==> config.mk <==
export PLATFORM = sky130hd
export DESIGN_NAME = utf16_to_utf8_transcoder_core
export DESIGN_NICKNAME = d
export VERILOG_FILES = /design/src/design/u16u8_pkg.sv /design/src/design/u16u8_decode.sv /design/src/design/u16u8_serial.sv /design/src/design/utf16_to_utf8_transcoder_core.sv
export SDC_FILE = /design/constraint.sdc
export NUM_CORES = 1
export LEC_CHECK = 0
export BUFFER_PORTS_ARGS = -buffer_cell sky130_fd_sc_hd__buf_2
export CAP_MARGIN = 20
export CORE_MARGIN = 2
export CORE_UTILIZATION = 56
export CTS_CLUSTER_DIAMETER = 60
export DETAILED_ROUTE_END_ITERATION = 12
export PLACE_DENSITY_LB_ADDON = 0.15
export SLEW_MARGIN = 10
export SYNTH_ARGS = -nofsm -noshare
export SYNTH_HDL_FRONTEND = slang
export SYNTH_SLANG_ARGS = --single-unit
==> constraint.sdc <==
create_clock -name clk -period 7.38 [get_ports clk]
set_input_delay 0.738 -clock clk [delete_from_list [all_inputs] [get_ports clk]]
set_output_delay 0.738 -clock clk [all_outputs]
set_load 0.005 [all_outputs]
==> src/design/u16u8_pkg.sv <==
// Shared types, constants and the UTF-8 sequence encoder for the UTF-16 to UTF-8 transcoder.
`default_nettype none

package u16u8_pkg;

  // Most bytes that one code unit can cause: a flushed lone surrogate plus a BMP character.
  localparam int unsigned MAX_RUN = 6;
  localparam int unsigned RUN_CNT_W = $clog2(MAX_RUN + 1);

  localparam logic [15:0] SURR_MASK = 16'hFC00;
  localparam logic [15:0] HIGH_SURR = 16'hD800;
  localparam logic [15:0] LOW_SURR = 16'hDC00;
  localparam logic [20:0] SUPP_BASE = 21'h10000;
  localparam logic [5:0] HIGH_TAG = 6'b110110;

  localparam logic [7:0] LEAD2 = 8'hC0;
  localparam logic [7:0] LEAD3 = 8'hE0;
  localparam logic [7:0] LEAD4 = 8'hF0;
  localparam logic [7:0] CONT = 8'h80;
  localparam logic [7:0] NUL_BYTE = 8'h00;

  // One encoded code point: bytes in send order (lead first) and its length.
  typedef struct packed {
    logic [3:0][7:0] data;
    logic [2:0] len;
  } seq_t;

  // The bytes caused by one accepted code unit.
  typedef struct packed {
    logic [MAX_RUN-1:0][7:0] data;
    logic [RUN_CNT_W-1:0] cnt;
  } run_t;

  // Standard UTF-8 encoding of a 21-bit code point.
  function automatic seq_t encode(input logic [20:0] cp);
    seq_t s;
    s.data = '0;
    if (cp < 21'h80) begin
      s.len = 3'd1;
      s.data[0] = cp[7:0];
    end else if (cp < 21'h800) begin
      s.len = 3'd2;
      s.data[0] = LEAD2 | {3'b000, cp[10:6]};
      s.data[1] = CONT | {2'b00, cp[5:0]};
    end else if (cp < SUPP_BASE) begin
      s.len = 3'd3;
      s.data[0] = LEAD3 | {4'b0000, cp[15:12]};
      s.data[1] = CONT | {2'b00, cp[11:6]};
      s.data[2] = CONT | {2'b00, cp[5:0]};
    end else begin
      s.len = 3'd4;
      s.data[0] = LEAD4 | {5'b00000, cp[20:18]};
      s.data[1] = CONT | {2'b00, cp[17:12]};
      s.data[2] = CONT | {2'b00, cp[11:6]};
      s.data[3] = CONT | {2'b00, cp[5:0]};
    end
    return s;
  endfunction

endpackage

`default_nettype wire

==> src/design/u16u8_decode.sv <==
// Input stage: surrogate pairing, byte budget and encoding of one code unit into a byte run.
`default_nettype none

module u16u8_decode (
  input  wire logic              clk,
  input  wire logic              rst_n,
  input  wire logic              in_valid,
  output logic                   in_ready,
  input  wire logic [15:0]       in_code_unit,
  input  wire logic              cfg_valid,
  output logic                   cfg_ready,
  input  wire logic [15:0]       cfg_output_capacity,
  output logic                   run_valid,
  input  wire logic              run_ready,
  output u16u8_pkg::run_t        run
);
  import u16u8_pkg::*;

  logic [15:0] capacity_r, capacity_nxt;
  logic [15:0] bytes_left_r, bytes_left_nxt;
  logic [9:0]  held_r, held_nxt;
  logic        held_valid_r, held_valid_nxt;
  logic        exh_r, exh_nxt;

  logic        accept;
  logic        is_zero, u_low, u_high;
  logic [20:0] held_cp, pair_cp, a_cp;
  seq_t        seq_a, seq_b;
  logic        fit_a, emit_a, exh1, fresh, try_b, fit_b, emit_b;
  logic [15:0] bl1;
  logic [2:0]  na, nb;

  assign cfg_ready = 1'b1;
  assign in_ready  = run_ready;
  assign run_valid = in_valid;
  assign accept    = in_valid && in_ready;

  // Classify the incoming unit.
  assign is_zero = (in_code_unit == 16'h0000);
  assign u_low   = ((in_code_unit & SURR_MASK) == LOW_SURR);
  assign u_high  = ((in_code_unit & SURR_MASK) == HIGH_SURR);

  // First sequence: the held high surrogate, alone or paired with this low surrogate.
  assign held_cp = {5'd0, HIGH_TAG, held_r};
  assign pair_cp = SUPP_BASE + {1'b0, held_r, in_code_unit[9:0]};
  assign a_cp    = (!is_zero && u_low) ? pair_cp : held_cp;
  assign seq_a   = encode(a_cp);
  assign fit_a   = ({13'd0, seq_a.len} < bytes_left_r);
  assign emit_a  = held_valid_r && !exh_r && fit_a;
  assign exh1    = exh_r || (held_valid_r && !fit_a);
  assign bl1     = emit_a ? (bytes_left_r - {13'd0, seq_a.len}) : bytes_left_r;

  // Second sequence: the terminator byte or the unit itself.
  always_comb begin
    if (is_zero) begin
      seq_b = '0;
      seq_b.data[0] = NUL_BYTE;
      seq_b.len = 3'd1;
    end else begin
      seq_b = encode({5'd0, in_code_unit});
    end
  end

  assign fresh  = !is_zero && !(held_valid_r && u_low);
  assign try_b  = fresh && !exh1 && !u_high;
  assign fit_b  = ({13'd0, seq_b.len} < bl1);
  assign emit_b = is_zero || (try_b && fit_b);
  assign na     = emit_a ? seq_a.len : 3'd0;
  assign nb     = emit_b ? seq_b.len : 3'd0;

  // Pack both sequences into one run, the second right after the first.
  always_comb begin
    logic [2:0] k;
    k = 3'd0;
    run.cnt = RUN_CNT_W'(na + nb);
    for (int i = 0; i < MAX_RUN; i++) begin
      if (3'(i) < na) begin
        run.data[i] = seq_a.data[i[1:0]];
      end else begin
        k = 3'(i) - na;
        run.data[i] = (k < 3'd4) ? seq_b.data[k[1:0]] : NUL_BYTE;
      end
    end
  end

  // Next state of the budget and surrogate holder.
  always_comb begin
    capacity_nxt   = capacity_r;
    bytes_left_nxt = bytes_left_r;
    held_nxt       = held_r;
    held_valid_nxt = held_valid_r;
    exh_nxt        = exh_r;
    if (cfg_valid && cfg_ready) begin
      capacity_nxt   = cfg_output_capacity;
      bytes_left_nxt = cfg_output_capacity;
      exh_nxt        = 1'b0;
    end else if (accept) begin
      if (is_zero) begin
        held_valid_nxt = 1'b0;
        bytes_left_nxt = capacity_r;
        exh_nxt        = 1'b0;
      end else begin
        held_valid_nxt = fresh && !exh1 && u_high;
        if (fresh && !exh1 && u_high) begin
          held_nxt = in_code_unit[9:0];
        end
        exh_nxt        = exh1 || (try_b && !fit_b);
        bytes_left_nxt = (try_b && fit_b) ? (bl1 - {13'd0, seq_b.len}) : bl1;
      end
    end
  end

  always_ff @(posedge clk) begin
    if (!rst_n) begin
      capacity_r   <= 16'hFFFF;
      bytes_left_r <= 16'hFFFF;
      held_r       <= 10'd0;
      held_valid_r <= 1'b0;
      exh_r        <= 1'b0;
    end else begin
      capacity_r   <= capacity_nxt;
      bytes_left_r <= bytes_left_nxt;
      held_r       <= held_nxt;
      held_valid_r <= held_valid_nxt;
      exh_r        <= exh_nxt;
    end
  end

endmodule

`default_nettype wire

==> src/design/u16u8_serial.sv <==
// Output stage: holds one byte run and sends it one byte per beat through an output register.
`default_nettype none

module u16u8_serial (
  input  wire logic              clk,
  input  wire logic              rst_n,
  input  wire logic              run_valid,
  output logic                   run_ready,
  input  wire u16u8_pkg::run_t   run,
  output logic                   out_valid,
  input  wire logic              out_ready,
  output logic [7:0]             out_byte,
  output logic                   out_last_in_run
);
  import u16u8_pkg::*;

  run_t                 run_r, run_nxt;
  logic                 run_valid_r, run_valid_nxt;
  logic [RUN_CNT_W-1:0] idx_r, idx_nxt;
  logic                 out_valid_r, out_valid_nxt;
  logic [7:0]           out_byte_r, out_byte_nxt;
  logic                 out_last_r, out_last_nxt;

  logic out_free, move, at_last;

  assign out_free  = !out_valid_r || out_ready;
  assign move      = run_valid_r && out_free;
  assign at_last   = (idx_r == run_r.cnt - RUN_CNT_W'(1));
  assign run_ready = !run_valid_r || (move && at_last);

  // Step through the held run and refill it from the input stage.
  always_comb begin
    run_nxt       = run_r;
    run_valid_nxt = run_valid_r;
    idx_nxt       = idx_r;
    out_valid_nxt = out_valid_r && !out_ready;
    out_byte_nxt  = out_byte_r;
    out_last_nxt  = out_last_r;
    if (move) begin
      out_valid_nxt = 1'b1;
      out_byte_nxt  = run_r.data[idx_r];
      out_last_nxt  = at_last;
      idx_nxt       = idx_r + RUN_CNT_W'(1);
      if (at_last) begin
        run_valid_nxt = 1'b0;
        idx_nxt       = '0;
      end
    end
    if (run_valid && run_ready && (run.cnt != '0)) begin
      run_nxt       = run;
      run_valid_nxt = 1'b1;
      idx_nxt       = '0;
    end
  end

  always_ff @(posedge clk) begin
    if (!rst_n) begin
      run_valid_r <= 1'b0;
      idx_r       <= '0;
      out_valid_r <= 1'b0;
    end else begin
      run_valid_r <= run_valid_nxt;
      idx_r       <= idx_nxt;
      out_valid_r <= out_valid_nxt;
    end
  end

  // Payload registers carry no reset.
  always_ff @(posedge clk) begin
    run_r      <= run_nxt;
    out_byte_r <= out_byte_nxt;
    out_last_r <= out_last_nxt;
  end

  assign out_valid       = out_valid_r;
  assign out_byte        = out_byte_r;
  assign out_last_in_run = out_last_r;

endmodule

`default_nettype wire

==> src/design/utf16_to_utf8_transcoder_core.sv <==
// Top level of the UTF-16 to UTF-8 transcoder: input stage feeding the byte serializer.
//
// Usage: UTF-16 code units enter on the in_ channel (valid/ready), UTF-8 bytes leave on
// the out_ channel, one byte per beat, with out_last_in_run high on the final byte
// caused by a unit. A code unit of zero ends a string and always yields a NUL byte.
// cfg_output_capacity sets the per-string byte budget; write it only while idle.
// cfg_ready is always high.
// Path: with the serializer idle, a unit's first byte goes into the held run register
// and then into the output register.
// Throughput: one output byte per cycle while out_ready is high; a unit causes up to
// six bytes, and a held surrogate or a dropped unit causes none and loads no run.
// The next unit is taken in the same cycle as the last byte of the current run moves
// into the output register.
// Reset: synchronous, active low; the budget reloads to 65535 and no surrogate is held.
// Stall: while out_ready is low the output byte holds, one run waits in the serializer
// and in_ready drops until that run drains.
`default_nettype none

module utf16_to_utf8_transcoder_core (
  input  wire logic        clk,
  input  wire logic        rst_n,
  input  wire logic        in_valid,
  output logic             in_ready,
  input  wire logic [15:0] in_code_unit,
  input  wire logic        cfg_valid,
  output logic             cfg_ready,
  input  wire logic [15:0] cfg_output_capacity,
  output logic             out_valid,
  input  wire logic        out_ready,
  output logic [7:0]       out_byte,
  output logic             out_last_in_run
);
  import u16u8_pkg::*;

  run_t run;
  logic run_valid;
  logic run_ready;

  u16u8_decode u_decode (
    .clk                 (clk),
    .rst_n               (rst_n),
    .in_valid            (in_valid),
    .in_ready            (in_ready),
    .in_code_unit        (in_code_unit),
    .cfg_valid           (cfg_valid),
    .cfg_ready           (cfg_ready),
    .cfg_output_capacity (cfg_output_capacity),
    .run_valid           (run_valid),
    .run_ready           (run_ready),
    .run                 (run)
  );

  u16u8_serial u_serial (
    .clk             (clk),
    .rst_n           (rst_n),
    .run_valid       (run_valid),
    .run_ready       (run_ready),
    .run             (run),
    .out_valid       (out_valid),
    .out_ready       (out_ready),
    .out_byte        (out_byte),
    .out_last_in_run (out_last_in_run)
  );

endmodule

`default_nettype wire

==> impl_metrics.tcl <==
set metrics [dict create \
    syn_avg_cell_area_um2 8.56 \
    power_w 0.00136 \
    die_x_um 119 \
    cts_max_path_buffers 2 \
    vdd_drop_max_uv 130 \
    area_delta_synth_final_pct 8.33 \
    p_leak_nw 3.05 \
    rows 41 \
    syn_inst 861 \
    maxCapViolCount 0 \
    worstPathMaxFanout 51 \
    hpwl_um 17900 \
    route.met2.wl_um 10500 \
    grt-ovfl-total 0 \
    sequentialPowerShare 0.516 \
    switching_share 0.276 \
    status "completed" \
    dr_wl_met3_um 2430 \
    hold_path.class "reg -> reg" \
    htreeDepth 3 \
    drc 0 \
    slowest_stage "nor2_1" \
    coreArea_um2 12700 \
    postSynth.asyncResetShare 0 \
    postPlaceCellArea_um2 7690 \
    internal-power_w 0.000985 \
    layout-drive-gt1-share 0.121 \
    clock-skew-final_ns 0.0137 \
    synth-edff-count 60 \
    maxSlewViolCount 0 \
    synth.area.top_cells "edfxtp_1 (24%), dfxtp_1 (13%), nand2_1 (5.1%), o21ai_0 (4.4%), mux2i_1 (3.7%)" \
    grt_start_max_net_pins 52 \
    via_per_inst 6.61 \
    start_util 0.579 \
    hold_viol_final 0 \
    drt_first_iter_violations 843 \
    route.top_layer_used "met4" \
    fmax_mhz 148 \
    stdcell_count 1053 \
    cts_resized 0 \
    synth_common_cells "nand2_1 (101), nor2_1 (72), o21ai_0 (65)" \
    power_density_nw_per_um2 170 \
    slew_headroom 0.335 \
    yosysTopAreaCellShare 0.244 \
    yosys_register_bits 109 \
    combPwrFrac 0.135 \
    worstSetupPathType "reg -> reg" \
    cp_common_cell "ha_1" \
    synth_nets 916 \
    io_pins 49 \
    grt_first_pass_wirelength_um 37000 \
    tightest_slew_ns 0.994 \
    drtPass1Iterations 5 \
    synth_cell_types 76 \
    clk_latency_ns 0.36 \
    cpPeakStageDelay_ns 0.45 \
    required_ns 7.47 \
    grt_pass1_vias 6552 \
    clock-sinks 109 \
    vias 6965 \
    post-route-min-period_ns 6.74 \
    cp-start-kind "flip-flop" \
    antenna_cells 0 \
    end_kind "flip-flop" \
    ys_warn_count 0 \
    synth_area_um2 7370 \
    cp_data_arrival_time_ns 6.83 \
    setup_viol 0 \
    routabilityCongestion 1.02 \
    die_h_um 119 \
    fin_crit_sh 0.913 \
    io_buffers 47 \
    ys_seq_area_frac 0.377 \
    met1_length_um 9620 \
    cts_hold_buf 0 \
    n_fill_cell 1123 \
    drtAntennaViolNets 0 \
    synth_top_cell_by_area "edfxtp_1" \
    place_inst 1037 \
    clockPowerShare 0.349 \
    switchingPower_w 0.000375 \
    path_delay_family "adder cells" \
    die-area_um2 14100 \
    cts-root-buf "clkbuf_16" \
    post_cts_buffers 0 \
    synth_top_flop_cell "edfxtp_1" \
    avgRoutedWirePerCell_um 22.2 \
    nets 931 \
    cts_buffers 9 \
    fin_util 0.628 \
    crit_buf_inv 6 \
    cts_tree "yes" \
    fin_area_um2 7990 \
    clk_pin_slew_worst_paths_ns 0.07 \
    rsz0062_at_grt "false" \
    synth.most_common_cell "nand2_1" \
    fin_tns_setup_ns 0 \
    globalRouteTotalUtil 0.340 \
    grt_antenna_before_repair 0 \
    routed_wl_um 23400 \
]
-- state kept, by name, indices dropped and copies added (netlist names) --
register                  cells
u_decode.bytes_left_r        16
u_decode.capacity_r          16
u_decode.exh_r                1
u_decode.held_r              10
u_decode.held_valid_r         1
u_serial.idx_r                3
u_serial.out_byte             8
u_serial.out_last_in_run      1
u_serial.out_valid            1
u_serial.run_r               51
u_serial.run_valid_r          1
-- power groups by stage --
stage                     Sequential, W  Combinational [W]  Clock (W)
after CTS                      0.000700           0.000181   0.000485
after floorplan                0.000704           0.000129          0
after global routing           0.000705           0.000201   0.000505
final                          0.000701           0.000184   0.000475
after detailed placement       0.000714           0.000180          0
after global placement         0.000712           0.000175          0
-- per-layer routing --
layer  vias to the layer above  GRT usage
met1                      3336      0.455
met5                         -          0
met2                       370      0.533
met3                        54     0.0830
met4                         0      0.126
li1                       3205          -
-- cell usage in the layout (no fill, tap or decap), drive strengths merged, types with 7 or more instances in the layout --
cell type,Yosys,layout
nand2,102,102
o21ai,74,74
nor2,73,73
buf,16,62
edfxtp,60,60
a21oi,51,51
dfxtp,49,49
inv,31,33
nand3,30,30
nand2b,29,29
mux2i,27,27
nor3,24,24
o22ai,22,22
xnor2,19,19
a221oi,17,17
a22oi,15,15
ha,15,15
or2,12,12
nor4,10,10
clkbuf,42,10
xor2,9,9
or4,8,8
or3,8,8
mux4,8,8
o31ai,7,7
o211ai,7,7
nor2b,7,7
nand4,7,7
-- final cells by class --
cell class | instances | area (um^2) | area share
repair buffers | 62 | 360 | 0.0451
multi-input cells | 662 | 4220 | 0.528
inverters | 32 | 120 | 0.0150
well taps | 172 | 215 | 0.0269
clock inverters | 6 | 62.6 | 0.00783
clock buffers | 10 | 229 | 0.0287
flip-flops and latches | 109 | 2780 | 0.348
-- logic make-up (layout without fill, tap and decap cells) --
group | count (synthesis) | in the layout | share of synthesized area
adder cells (fa/ha/maj) | 18 | 18 | 0.0336
buffers and inverters | 90 | 110 | 0.0506
multiplexers | 36 | 36 | 0.0626
flip-flops | 109 | 109 | 0.377
other | 1 | 1 | 0.000509
AND/OR/NAND/NOR | 333 | 333 | 0.223
AO/OA/AOI/OAI | 246 | 246 | 0.219
XOR/XNOR | 28 | 28 | 0.0333
-- worst paths after layout --
path	start	end	slack, ns	cells past startpoint
worst max register to register	u_decode.held_r[6]	u_serial.run_r[27]	0.64	26
worst min register to register	u_serial.run_valid_r	u_serial.out_valid	0.48	2
worst min-delay path	u_serial.run_valid_r	u_serial.out_valid	0.48	2
worst max-delay path	u_decode.held_r[6]	u_serial.run_r[27]	0.64	26
-- worst reg2reg max path, stage by stage, from the launching register on --
cell and delay (ns):
dfxtp_1 0.39, ha_1 0.29, and3b_1 0.21, o211a_1 0.35, nor2_1 0.45, inv_1 0.30
ha_1 0.45, and3_1 0.23, o211ai_1 0.24, o21ai_2 0.11, buf_4 0.20, a21oi_1 0.20
ha_1 0.17, inv_1 0.06, fa_1 0.42, a21oi_1 0.15, nand4_1 0.16, nor4_4 0.31
nand2b_1 0.24, a21oi_1 0.11, ha_1 0.22, inv_1 0.06, fa_1 0.19, xnor2_1 0.11
o31ai_1 0.39, clkinv_1 0.20, buf_12 0.24
-- stage by stage --
stage	hold slack [ns]	setup slack, ns
after global placement	0.462	0.707
after floorplan	0.443	0.123
after detailed placement	0.468	0.350
final	0.479	0.640
after CTS	0.479	0.670
after global routing	0.499	0.129
Note: power is estimated with default switching activity, not from simulation.
